File: src/hw/rtl/rms_feedforward_compressor_top_macros.svh
// Assertion macros shared by the compressor RTL.
// All of them sample on clk_i and stay off while rst_ni is low.
`ifndef RMS_FEEDFORWARD_COMPRESSOR_TOP_MACROS_SVH
`define RMS_FEEDFORWARD_COMPRESSOR_TOP_MACROS_SVH

// Same-cycle implication.
`define RFC_ASSERT_IMP(label, ante, cons, msg) \
  label: assert property (@(posedge clk_i) disable iff (!rst_ni) (ante) |-> (cons)) \
    else $error(msg);

// Next-cycle implication.
`define RFC_ASSERT_NEXT(label, ante, cons, msg) \
  label: assert property (@(posedge clk_i) disable iff (!rst_ni) (ante) |=> (cons)) \
    else $error(msg);

`endif

File: src/hw/rtl/rfc_pkg.sv
package rfc_pkg;

  localparam int MAX_CHANNELS = 2;

  localparam logic [23:0] ONE_Q23     = 24'h80_0000;
  localparam logic [30:0] ONE_Q30     = 31'h4000_0000;
  localparam logic [47:0] FLUSH_LIMIT = 48'd1407374;
  localparam logic [22:0] LOG_OFFSET  = 23'h3F_0000;
  localparam logic [3:0]  NRM_LAST    = 4'd5;
  localparam logic [3:0]  STEP_LAST   = 4'd15;

  // Configuration register indexes.
  localparam logic [2:0] REG_CHANNEL_COUNT = 3'd0;
  localparam logic [2:0] REG_THRESHOLD_INV = 3'd1;
  localparam logic [2:0] REG_GAIN_EXPONENT = 3'd2;
  localparam logic [2:0] REG_ATTACK_COEF   = 3'd3;
  localparam logic [2:0] REG_RELEASE_COEF  = 3'd4;
  localparam logic [2:0] REG_RMS_COEF      = 3'd5;
  localparam logic [2:0] REG_DRY_GAIN      = 3'd6;
  localparam logic [2:0] REG_WET_MAKEUP    = 3'd7;

  // Sequencer step codes, also the operation the datapath executes.
  localparam logic [4:0] OP_IDLE  = 5'd0;
  localparam logic [4:0] OP_SQ    = 5'd1;
  localparam logic [4:0] OP_MS0   = 5'd2;
  localparam logic [4:0] OP_MS1   = 5'd3;
  localparam logic [4:0] OP_MS2   = 5'd4;
  localparam logic [4:0] OP_MS3   = 5'd5;
  localparam logic [4:0] OP_MS4   = 5'd6;
  localparam logic [4:0] OP_EN0   = 5'd7;
  localparam logic [4:0] OP_EN1   = 5'd8;
  localparam logic [4:0] OP_EN2   = 5'd9;
  localparam logic [4:0] OP_EN3   = 5'd10;
  localparam logic [4:0] OP_EN4   = 5'd11;
  localparam logic [4:0] OP_TH0   = 5'd12;
  localparam logic [4:0] OP_TH1   = 5'd13;
  localparam logic [4:0] OP_TH2   = 5'd14;
  localparam logic [4:0] OP_DEC   = 5'd15;
  localparam logic [4:0] OP_NINIT = 5'd16;
  localparam logic [4:0] OP_NRM   = 5'd17;
  localparam logic [4:0] OP_LG0   = 5'd18;
  localparam logic [4:0] OP_LGS   = 5'd19;
  localparam logic [4:0] OP_LGE   = 5'd20;
  localparam logic [4:0] OP_LSUM  = 5'd21;
  localparam logic [4:0] OP_MULM  = 5'd22;
  localparam logic [4:0] OP_MEND  = 5'd23;
  localparam logic [4:0] OP_POW   = 5'd24;
  localparam logic [4:0] OP_PEND  = 5'd25;
  localparam logic [4:0] OP_BYP   = 5'd26;
  localparam logic [4:0] OP_FAC0  = 5'd27;
  localparam logic [4:0] OP_FAC1  = 5'd28;
  localparam logic [4:0] OP_SC0   = 5'd29;
  localparam logic [4:0] OP_SC1   = 5'd30;
  localparam logic [4:0] OP_SC2   = 5'd31;

  typedef logic signed [23:0] sample_t;

  typedef struct packed {
    logic [1:0]         channel_count;
    logic [35:0]        threshold_inverse;
    logic signed [15:0] gain_exponent;
    logic [23:0]        attack_coef;
    logic [23:0]        release_coef;
    logic [23:0]        rms_coef;
    logic [16:0]        dry_gain;
    logic [22:0]        wet_makeup_gain;
  } cfg_t;

  typedef struct packed {
    logic [4:0] op;
    logic [3:0] cnt;
    logic       sel_ti;
    logic       take;
  } cmd_t;

  typedef struct packed {
    logic bypass;
    logic out_free;
  } stat_t;

  function automatic logic [63:0] isqrt64(input logic [63:0] n_in);
    logic [63:0] n;
    logic [63:0] res;
    logic [63:0] bit_v;
    n = n_in;
    res = '0;
    bit_v = 64'h4000_0000_0000_0000;
    for (int i = 0; i < 32; i++) begin
      if (bit_v > n) begin
        bit_v = bit_v >> 2;
      end
    end
    for (int i = 0; i < 32; i++) begin
      if (bit_v != '0) begin
        if (n >= res + bit_v) begin
          n = n - (res + bit_v);
          res = (res >> 1) + bit_v;
        end else begin
          res = res >> 1;
        end
        bit_v = bit_v >> 2;
      end
    end
    return res;
  endfunction

  // Successive square roots of two in Q2.30, evaluated at elaboration.
  function automatic logic [15:0][31:0] build_roots();
    logic [63:0]       r;
    logic [15:0][31:0] t;
    r = isqrt64(64'h2000_0000_0000_0000);
    t[0] = r[31:0];
    for (int j = 1; j < 16; j++) begin
      r = isqrt64({r[33:0], 30'b0});
      t[j] = r[31:0];
    end
    return t;
  endfunction

  localparam logic [15:0][31:0] ROOT_TABLE = build_roots();

endpackage

File: src/hw/rtl/rfc_ctrl.sv
`include "rms_feedforward_compressor_top_macros.svh"

module rfc_ctrl (
  input  logic           clk_i,
  input  logic           rst_ni,
  input  logic           in_valid_i,
  output logic           in_ready_o,
  input  rfc_pkg::stat_t stat_i,
  output rfc_pkg::cmd_t  cmd_o
);
  import rfc_pkg::*;

  logic [4:0] state_q, state_d;
  logic [3:0] cnt_q, cnt_d;
  logic       which_q, which_d;

  always_comb begin
    state_d = state_q;
    cnt_d   = cnt_q;
    which_d = which_q;
    case (state_q)
      OP_IDLE:  if (in_valid_i) state_d = OP_SQ;
      OP_SQ:    state_d = OP_MS0;
      OP_MS0:   state_d = OP_MS1;
      OP_MS1:   state_d = OP_MS2;
      OP_MS2:   state_d = OP_MS3;
      OP_MS3:   state_d = OP_MS4;
      OP_MS4:   state_d = OP_EN0;
      OP_EN0:   state_d = OP_EN1;
      OP_EN1:   state_d = OP_EN2;
      OP_EN2:   state_d = OP_EN3;
      OP_EN3:   state_d = OP_EN4;
      OP_EN4:   state_d = OP_TH0;
      OP_TH0:   state_d = OP_TH1;
      OP_TH1:   state_d = OP_TH2;
      OP_TH2:   state_d = OP_DEC;
      OP_DEC: begin
        which_d = 1'b0;
        state_d = stat_i.bypass ? OP_BYP : OP_NINIT;
      end
      OP_NINIT: begin
        cnt_d   = '0;
        state_d = OP_NRM;
      end
      OP_NRM: begin
        if (cnt_q == NRM_LAST) begin
          cnt_d   = '0;
          state_d = OP_LG0;
        end else begin
          cnt_d = cnt_q + 4'd1;
        end
      end
      OP_LG0: begin
        cnt_d   = '0;
        state_d = OP_LGS;
      end
      OP_LGS: begin
        if (cnt_q == STEP_LAST) begin
          state_d = OP_LGE;
        end else begin
          cnt_d = cnt_q + 4'd1;
        end
      end
      OP_LGE: begin
        if (which_q) begin
          state_d = OP_LSUM;
        end else begin
          which_d = 1'b1;
          state_d = OP_NINIT;
        end
      end
      OP_LSUM:  state_d = OP_MULM;
      OP_MULM:  state_d = OP_MEND;
      OP_MEND: begin
        cnt_d   = '0;
        state_d = OP_POW;
      end
      OP_POW: begin
        if (cnt_q == STEP_LAST) begin
          state_d = OP_PEND;
        end else begin
          cnt_d = cnt_q + 4'd1;
        end
      end
      OP_PEND:  state_d = OP_FAC0;
      OP_BYP:   state_d = OP_FAC0;
      OP_FAC0:  state_d = OP_FAC1;
      OP_FAC1:  state_d = OP_SC0;
      OP_SC0:   state_d = OP_SC1;
      OP_SC1:   state_d = OP_SC2;
      OP_SC2:   if (stat_i.out_free) state_d = OP_IDLE;
      default:  state_d = OP_IDLE;
    endcase
  end

  always_ff @(posedge clk_i or negedge rst_ni) begin
    if (!rst_ni) begin
      state_q <= OP_IDLE;
      cnt_q   <= '0;
      which_q <= 1'b0;
    end else begin
      state_q <= state_d;
      cnt_q   <= cnt_d;
      which_q <= which_d;
    end
  end

  assign in_ready_o   = (state_q == OP_IDLE);
  assign cmd_o.op     = state_q;
  assign cmd_o.cnt    = cnt_q;
  assign cmd_o.sel_ti = which_q;
  assign cmd_o.take   = (state_q == OP_IDLE) && in_valid_i;

  `RFC_ASSERT_NEXT(a_take_starts, cmd_o.take, state_q == OP_SQ, "accepted frame did not start")
  `RFC_ASSERT_IMP(a_nrm_count, state_q == OP_NRM, cnt_q <= NRM_LAST, "normalize count overrun")
  `RFC_ASSERT_NEXT(a_done_idle, (state_q == OP_SC2) && stat_i.out_free, state_q == OP_IDLE,
                   "sequencer did not return to idle")
endmodule

File: config.mk
export PLATFORM = sky130hd
export DESIGN_NAME = rfc_ctrl
export DESIGN_NICKNAME = d
export VERILOG_FILES = /design/src/hw/rtl/rfc_pkg.sv /design/src/hw/rtl/rfc_ctrl.sv
export VERILOG_INCLUDE_DIRS = /design/src /design/src/hw/rtl
export SDC_FILE = /design/constraint.sdc
export NUM_CORES = 1
export LEC_CHECK = 0
export BUFFER_PORTS_ARGS = -buffer_cell sky130_fd_sc_hd__clkbuf_2
export CAP_MARGIN = 5
export CORE_MARGIN = 5
export CORE_UTILIZATION = 46
export DETAILED_ROUTE_END_ITERATION = 10
export PLACE_DENSITY = 0.72
export SLEW_MARGIN = 20
export SYNTH_ARGS = -nofsm -noshare
export SYNTH_HDL_FRONTEND = slang
export SYNTH_SLANG_ARGS = --single-unit
File: constraint.sdc
create_clock -name clk_i -period 1.6 [get_ports clk_i]
set_input_delay 0.48 -clock clk_i [delete_from_list [all_inputs] [get_ports clk_i]]
set_output_delay 0.48 -clock clk_i [all_outputs]
set_load 0.1 [all_outputs]
==> results.ini, run 1 <==
[floorplanning]
start_util_pct = 49.43
dieHeight_um = 50.47
pin_count = 17
die_x_um = 50.47
rows = 14

[sta]
worst-ep-kind = output port
grt-worst-endpoint = cmd_o[0]

[logic_synthesis]
ys_seq_area_share_pct = 33.22
synth.distinct_cells = 40
synthesis.area_um2 = 753.2
synth_edf_count = 0
synth_warnings = 0
synth.avg_cell_area_um2 = 9.075
synth_ff_type = dfrtp_1
synthCells = 83
synth_seq_cells = 10
async_reset_ff_share_pct = 100.0
synth_nets = 90

[clock_network]
cts_sinks = 10
cts_htree_levels = 1
cts_root_buf = clkbuf_4
cts_buffer_depth = 2
hold_buffers = 0
cts_buffers = 3

[placement]
gp_congestion = 0.8716
pre_cts_slack_ns = -0.2947
dp_hpwl_um = 1685
dp.cells = 131
port_buffers = 16
placed_area_mm2 = 0.001249

[status]
firstError = [ERROR DPL-0038] Utilization greater than 100%, impossible to legalize
haltStage = 5_1_grt
status = did not finish

[global_route]
grt_max_degree = 11

cell families after synthesis:
| family | count (synthesis) | share of synthesized area, % |
|---|---|---|
| buffers and inverters | 8 | 4.649 |
| DFF | 10 | 33.22 |
| adders and majority gates | 2 | 3.322 |
| and+or+nand+nor | 39 | 30.23 |
| muxes | 2 | 2.990 |
| AOI/OAI and AO/OA | 22 | 25.58 |
through the flow:
| step | hold slack, ns | utilization [%] |
|---|---|---|
| floorplan | 0.1844 | - |
| global placement | 0.3625 | 81.94 |
| detailed placement | 0.3666 | 81.94 |
| CTS | 0.07031 | 94.75 |
cells in the mapped netlist, drive strengths merged (2+ instances only):
library cell,count,share of area (%)
dfrtp,10,33
nor3,2,1.3
o41ai,2,5.8
nand2,7,3.5
mux2,2,3.0
nor4,2,1.7
nor2b,3,2.5
o211a,2,2.7
a21oi,2,1.3
ha,2,3.3
nand3,2,1.3
buf,3,2.2
a221o,2,2.7
nand4b,2,2.3
and3,2,1.7
clkbuf,4,2.0
nand2b,2,1.7
o21ai,5,3.3
nor2,9,5.5
nor3b,2,2.0
repair_timing:
action | 4_1_cts
pin swaps | 5
gates resized for setup | 17
gates cloned | 1
setup buffers | 14
setup endpoints to repair | 14
==> run 2, diff against run 1 <==
CORE_AREA = 5 5 66 68   (was default)
CORE_MARGIN = default   (was 5)
CORE_UTILIZATION = default   (was 46)
DIE_AREA = 0 0 71 73   (was default)
PLACE_DENSITY = default   (was 0.72)
PLACE_DENSITY_LB_ADDON = 0.15   (was default)
clock period = 2.1 ns   (was 1.6 ns; I/O delays follow)
==> results.ini, run 2 <==
[sta]
fin_skew_ns = 0.006047
slew_headroom_pct = 63.49
final-hold-violation-count = 0
max_clock_freq_mhz = 477.9
holdWs_ns = 0.2587
grt_setup_unrepaired = true
min_period_over_period_pct = 99.63
setup_viol = 0
fin_ws_ns = 0.007679
worst_pin_slew_ns = 0.5500
fin_crit_ns = 2.092
finalMaxSlewViolations = 0

[power]
p_leak_nw = 0.4479
power_density_mw_per_mm2 = 374.9
finalPower_uw = 417.5
peakVddDrop_uv = 189.9

[logic_synthesis]
synth.distinct_cells = 40
synthesis.area_um2 = 753.2
synth_warnings = 0
synth_nets = 90
synth_edf_count = 0
ys_seq_area_share_pct = 33.22
yosys.area.top_type_share_pct = 33.22
synth.largest_area_cell = dfrtp_1
async_reset_ff_share_pct = 100.0
synth.area.top_cells = dfrtp_1 (33%), nor2_1 (4.0%), o41ai_4 (3.7%), nand2_1 (3.5%), ha_1 (3.3%)
synth_ff_type = dfrtp_1
synth_seq_cells = 10
synth.avg_cell_area_um2 = 9.075
synth_most_common_cell = dfrtp_1
synth_common_cells = dfrtp_1 (10), nor2_1 (8), nand2_1 (7), o21ai_0 (5), clkbuf_1 (4)
synthCells = 83

[finish]
largest_reg_flops = 5
drive_above_1_share_pct = 48.65
antennaDiodeCount = 0
top_regs = state_q x5, cnt_q x4, which_q x1
fill_cells = 416
final_nets = 119
largest_register = state_q
final_cells = 161
final_cell_mix = buf_4 (15), clkbuf_2 (13), nand2_1 (7), nor2_1 (7), dfrtp_4 (6)
layout_commonest_cell = buf_4
syn_to_final_growth_pct = 47.84

[setup_path]
startpoint_type = register
cp_slowest_cell = dfrtp_4
critPathMaxStageDelay_ns = 0.50
path_cells = nor2_4 > nor4b_4 > and2_4 > buf_12
cp-end-kind = output port
critPathMaxFanout = 4
cp.arrival_ns = 1.46
critical_path_class = reg2out
required_ns = 1.47

[placement]
port_buffers = 16
dp_hpwl_um = 1461
pre_cts_slack_ns = 0.08185
gp_congestion = 0.7929
dp.cells = 146

[clock_network]
cts.reportedPaths.clkPinSlew_ns = 0.05
cts_htree_levels = 1
worstSkewPairLatency_ns = 0.24
cts_buffer_depth = 2
cts_buffers = 3
cts_tree = yes
cts_sinks = 10
cts_root_buf = clkbuf_8

[route]
drtPass1Iterations = 4
wl_per_cell_um = 13.70
wl_um = 2205
drc_errors = 0
drt_iter0_drc = 20
vias = 741
ant_nets = 0
via_per_inst = 4.602

[global_route]
use_met3_pct = 1.653
grt_usage_pct = 8.921
antenna_found_initial = 0
use_met1_pct = 11.75
grt_pass1_vias = 731
grt_overflow = 0
busiest_layer = met2
global_route.usage.met2_pct = 14.01
grt_pass1_wl_um = 3615
grt_max_degree = 12

[min_path]
hp-class = in2async

[floorplanning]
die_x_um = 71
pin_count = 17
dieHeight_um = 73
start_util_pct = 19.83
die_area_mm2 = 0.005183
core_mm2 = 0.003799
rows = 23

[status]
status = finished clean

[job]
drv_cap = 0

-- run 2: cell counts after synthesis --
No cell type changed its count.
-- run 2: metrics by stage --
step           utilization [%]  setup TNS [ns]  area (um^2)
2_1_floorplan                -          -1.689        835.8
3_3_place_gp             25.63               0        973.4
3_5_place_dp             25.63               0        973.4
4_1_cts                  28.26               0         1074
5_1_grt                  29.31        -0.08770         1114
6_report                 29.31               0         1114
-- run 2: power by group --
part	internal, mW	leakage (nW)	switching [mW]
registers	0.193	0.0914	0
clock network	0.133	0.0228	0.0800
logic	0.00426	0.334	0.00707
total	0.330	0.448	0.0871
-- run 2: area by class of cell --
type | instances | area [um^2] | area share [%]
inverter | 1 | 3.754 | 0.3371
tap | 50 | 62.56 | 5.618
sequential | 10 | 276.5 | 24.83
multi-input combinational | 65 | 503.0 | 45.17
timing repair buffer | 31 | 222.7 | 20.00
clock buffer | 4 | 45.04 | 4.045
-- run 2: what timing repair did --
action | in CTS | in global routing
buffers inserted | 7 | 4
setup endpoints to repair | 2 | 5
gates resized for setup | 1 | 2
hold buffers | 0 | 0
pin swaps | 1 | 4
-- run 2: worst max-delay path, delay by kind of cell, from the launching register on --
family	cells	cell delay, ns
AND/OR/NAND/NOR	3	0.56
buffers and inverters	1	0.16
flip-flops	1	0.50
-- run 2: path summary, 6_finish.rpt --
kind | startpoint | end | cells after the start | slack, ns
max | state_q[2] | cmd_o[0] | 4 | 0.008
max reg2reg | cnt_q[0] | cnt_q[0] | 6 | 0.06
max in group asynchronous | rst_ni | state_q[0] | 1 | 1.59
min in group clk_i | which_q | which_q | 2 | 0.57
min reg2reg | which_q | which_q | 2 | 0.57
min | rst_ni | cnt_q[0] | 1 | 0.26
-- run 2: logic make-up after synthesis --
logic type	share of synthesized area (%)
AND/OR/NAND/NOR	30.23
AO/OA/AOI/OAI	25.58
flip-flops	33.22
buffers and inverters	4.649
multiplexers	2.990
adder cells (fa/ha/maj)	3.322
-- run 2: per-layer routing --
| metal | share of wire [%] | vias up |
|---|---|---|
| met5 | 0 | - |
| met4 | 1.1 | 0 |
| met3 | 1.9 | 2 |
| met2 | 48 | 10 |
| met1 | 49 | 362 |
| li1 | - | 367 |
Power figures use the tool's default switching activity.
==> run 3, diff against run 2 <==
BUFFER_PORTS_ARGS = -buffer_cell sky130_fd_sc_hd__buf_4   (was -buffer_cell sky130_fd_sc_hd__clkbuf_2)
==> results.ini, run 3 (synthesized netlist as in run 2, its figures left out) <==
[placement]
dp_hpwl_um = 1640
placed_area_um2 = 996.0
pre_cts_slack_ns = 0.07544
gp_congestion = 0.7405
port_buffers = 16

[global_route]
grt_pass1_vias = 758
grt_pass1_wl_um = 3746
grt_overflow = 0
antenna_found_initial = 0
grt_max_degree = 14
grt_usage_pct = 9.321

[clock_network]
cts_buffer_depth = 2
cts_root_buf = clkbuf_8
cts.reportedPaths.clkPinSlew_ns = 0.05
cts_htree_levels = 1
cts_sinks = 10
cts_tree = yes
worstSkewPairLatency_ns = 0.24
cts_buffers = 3

[job]
drv_cap = 0

[power]
finalPower_uw = 422.7
clkPwrFrac_pct = 51.1
pwr-share-seq_pct = 45.6
power_density_mw_per_mm2 = 389.2
p_leak_nw = 0.4205
power.net_switching_uw = 89.91
intPower_uw = 332.8
netSwitchingFraction_pct = 21.27
p_comb_share_pct = 3.3
peakVddDrop_uv = 102.7

[setup_path]
critical-path-top-delay-family = flip-flops
critPathMaxFanout = 11
path_cells = nor4b_4 > and2_4 > buf_12
startpoint_type = register
critPathMaxStageDelay_ns = 0.55
critical_path_class = reg2out
cp.arrival_ns = 1.45
cp-end-kind = output port
required_ns = 1.47
critical_path_buf_inv_count = 1
cp_slowest_cell = dfrtp_4

[route]
wl_per_cell_um = 14.31
drtPass1Iterations = 4
wl_um = 2218
via_per_inst = 4.697
ant_nets = 0
vias = 728
drc_errors = 0
drt_iter0_drc = 27

[min_path]
hp-class = in2async

[finish]
final_cell_mix = buf_4 (24), nand2_1 (7), nor2_1 (7), dfrtp_4 (6), o21ai_0 (5)
multi_input_area_um2 = 498.0
drive_above_1_share_pct = 44.76
largest_reg_flops = 5
largest_register = state_q
antennaDiodeCount = 0
layout_commonest_cell = buf_4
seq_area_um2 = 276.5
design_area_mm2 = 0.001086
top_regs = state_q x5, cnt_q x4, which_q x1
final_nets = 113
fill_cells = 417
syn_to_final_growth_pct = 44.19

[sta]
grt_setup_unrepaired = true
max_clock_freq_mhz = 480.1
finalMaxSlewViolations = 0
setup_viol = 0
fin_skew_ns = 0.0006169
final-hold-violation-count = 0
min_period_over_period_pct = 99.20
worst_pin_slew_ns = 0.4584
fin_crit_ns = 2.083
slew_headroom_pct = 69.33
fin_ws_ns = 0.01690
holdWs_ns = 0.2159

[status]
status = finished clean

[floorplanning]
die_area_mm2 = 0.005183
rows = 23
die_x_um = 71
start_util_pct = 19.83
core_mm2 = 0.003799
dieHeight_um = 73
pin_count = 17

## run 3: cell types whose count changed in the layout (fill, tap and decap cells not counted), sizes merged
| cell | before | now |
|---|---|---|
| clkbuf | 17 | 4 |
| buf | 18 | 25 |
## run 3: worst paths after layout
| path | start | endpoint | slack, ns | cells after the start |
|---|---|---|---|---|
| max in group asynchronous | rst_ni | state_q[1] | 1.71 | 1 |
| min | rst_ni | cnt_q[1] | 0.22 | 1 |
| min in group clk_i | which_q | which_q | 0.56 | 2 |
| max | state_q[0] | cmd_o[0] | 0.02 | 3 |
| min reg2reg | which_q | which_q | 0.56 | 2 |
| max reg2reg | cnt_q[0] | state_q[1] | 0.12 | 6 |
## run 3: area by class of cell
class / count / share of cell area [%]
inverter: 1 / 0.3456
sequential: 10 / 25.46
multi-input combinational: 65 / 45.85
clock buffer: 4 / 4.147
tap: 50 / 5.760
timing repair buffer: 25 / 18.43
## run 3: metal layers
metal	wire length [um]	share of wire [%]	track usage, %	vias up
li1	-	-	-	354
met1	1030	46	10.99	350
met2	1048	47	15.86	17
met3	90	4.1	2.617	7
met4	48	2.2	3.967	0
met5	0	0	0	-
## run 3: power groups by stage
stage               Sequential, mW  Combinational [mW]  Clock, mW
floorplan                    0.196             0.00269          0
global placement             0.196              0.0141          0
detailed placement           0.196              0.0144          0
CTS                          0.193              0.0144      0.224
global route                 0.193              0.0161      0.233
finish                       0.193              0.0138      0.216
## run 3: repair_timing
action,CTS,global route
buffers inserted,3,0
endpoints found under the setup margin,2,3
pin swaps,1,0
hold buffers,0,0
gates resized for setup,4,1
## run 3: stage by stage
stage                     util [%]  setup TNS, ns  cells
after global routing         28.59       -0.09027    155
after detailed placement     26.22              0    148
after global placement       26.22              0    148
final                        28.59              0    155
after CTS                    28.46              0    155
after floorplan                  -         -1.689     83
==> run 4, diff against run 3 <==
CAP_MARGIN = 40   (was 5)
CTS_BUF_LIST = sky130_fd_sc_hd__clkbuf_16   (was default)
==> results.ini, run 4 (synthesized netlist as in run 2, its figures left out) <==
[floorplanning]
die_x_um = 71
dieHeight_um = 73
core_mm2 = 0.003799
start_util_pct = 19.83
pin_count = 17
rows = 23
die_area_mm2 = 0.005183

[sta]
finalSetupTns_ns = 0
final-hold-violation-count = 0
fin_skew_ns = 0.003025
max_clock_freq_mhz = 478.4
setup_viol = 0
grt_setup_unrepaired = true
slew_headroom_pct = 68.89
min_period_over_period_pct = 99.54
fin_crit_ns = 2.090
holdWs_ns = 0.2183
finalMaxSlewViolations = 0
worst_pin_slew_ns = 0.4650

[global_route]
grt_max_degree = 14
antenna_found_initial = 0
grt_usage_pct = 9.350
grt_pass1_wl_um = 3760
grt_pass1_vias = 768
grt_overflow = 0

[finish]
final_cell_mix = buf_4 (26), nand2_1 (7), nor2_1 (7), dfrtp_4 (6), o21ai_0 (5)
layout_commonest_cell = buf_4
largest_register = state_q
syn_to_final_growth_pct = 50.66
largest_reg_flops = 5
antennaDiodeCount = 0
final_nets = 115
design_area_mm2 = 0.001135
fill_cells = 409
final_cells = 157
drive_above_1_share_pct = 45.79
top_regs = state_q x5, cnt_q x4, which_q x1

[setup_path]
cp_slowest_cell = dfrtp_4
cp.arrival_ns = 1.46
critPathMaxStageDelay_ns = 0.49
required_ns = 1.47
startpoint_type = register
path_cells = nor2_4 > nor4b_4 > and2_4 > buf_12
critPathMaxFanout = 3
critical_path_class = reg2out
cp-end-kind = output port

[route]
drtPass1Iterations = 4
via_per_inst = 4.790
drc_errors = 0
ant_nets = 0
drt_iter0_drc = 26
wl_per_cell_um = 14.31
vias = 752
wl_um = 2247

[placement]
dp.cells = 148
dp_hpwl_um = 1640
placed_area_um2 = 996.0
gp_congestion = 0.7405
port_buffers = 16

[clock_network]
worstSkewPairLatency_ns = 0.24
cts.reportedPaths.clkPinSlew_ns = 0.04
cts_buffer_depth = 2
hold_buffers = 0
cts_tree = yes
cts_htree_levels = 1
cts_root_buf = clkbuf_16
cts_buffers = 3
cts_sinks = 10

[job]
drv_cap = 0

[power]
intPower_uw = 450.0
power_density_mw_per_mm2 = 488.2
pwr-share-seq_pct = 34.9
p_leak_nw = 0.4497
clkPwrFrac_pct = 62.6
power.net_switching_uw = 104.0
peakVddDrop_uv = 205.3
p_comb_share_pct = 2.5
netSwitchingFraction_pct = 18.78

[status]
status = finished clean

[min_path]
hp-class = in2async

## run 4: per-layer routing
layer	GRT usage, %	vias to the layer above	share of wire (%)
li1	-	358	-
met1	10.99	357	45
met2	15.55	35	48
met3	3.030	2	6.6
met4	4.175	0	0.85
met5	0	-	0
## run 4: layout make-up
| class | instances | area, um^2 | area share (%) |
|---|---|---|---|
| tap | 50 | 62.56 | 5.513 |
| timing repair buffer | 27 | 215.2 | 18.96 |
| sequential | 10 | 276.5 | 24.37 |
| clock buffer | 3 | 75.07 | 6.615 |
| multi-input combinational | 65 | 498.0 | 43.88 |
| inverter | 1 | 3.754 | 0.3308 |
| clock inverter | 1 | 3.754 | 0.3308 |
## run 4: worst max-delay path, delay by kind of cell, from the launching register on
kind	cells	cell delay (ns)
AND/OR/NAND/NOR	3	0.56
flip-flops	1	0.49
buffers and inverters	1	0.16
## run 4: stage by stage
stage / setup slack [ns] / power (mW) / utilization (%)
2_1_floorplan: -1.109 / 0.1991 / -
3_3_place_gp: 0.09905 / 0.2105 / 26.22
3_5_place_dp: 0.07544 / 0.2109 / 26.22
4_1_cts: 0.002892 / 0.5626 / 29.35
5_1_grt: -0.06192 / 0.5768 / 29.87
6_report: 0.009643 / 0.5540 / 29.87
## run 4: power by group through the flow
stage / sequential [mW] / clock, mW / combinational [mW]
final: 0.193 / 0.347 / 0.0139
after global routing: 0.193 / 0.368 / 0.0161
after CTS: 0.193 / 0.355 / 0.0144
after detailed placement: 0.196 / 0 / 0.0144
after global placement: 0.196 / 0 / 0.0141
after floorplan: 0.196 / 0 / 0.00269
## run 4: what timing repair did
item | CTS | global route
resized for setup | 4 | 1
pin swaps | 1 | 2
endpoints found under the setup margin | 2 | 3
buffers inserted | 3 | 2
## run 4: final timing paths
check | cells after the start | slack, ns | to | startpoint
setup / recovery | 4 | 0.01 | cmd_o[0] | state_q[2]
hold / removal | 1 | 0.22 | cnt_q[1] | rst_ni
setup reg to reg | 6 | 0.13 | state_q[1] | cnt_q[0]
hold reg to reg | 2 | 0.56 | which_q | which_q
max in group asynchronous | 1 | 1.71 | state_q[1] | rst_ni
min in group clk_i | 2 | 0.56 | which_q | which_q
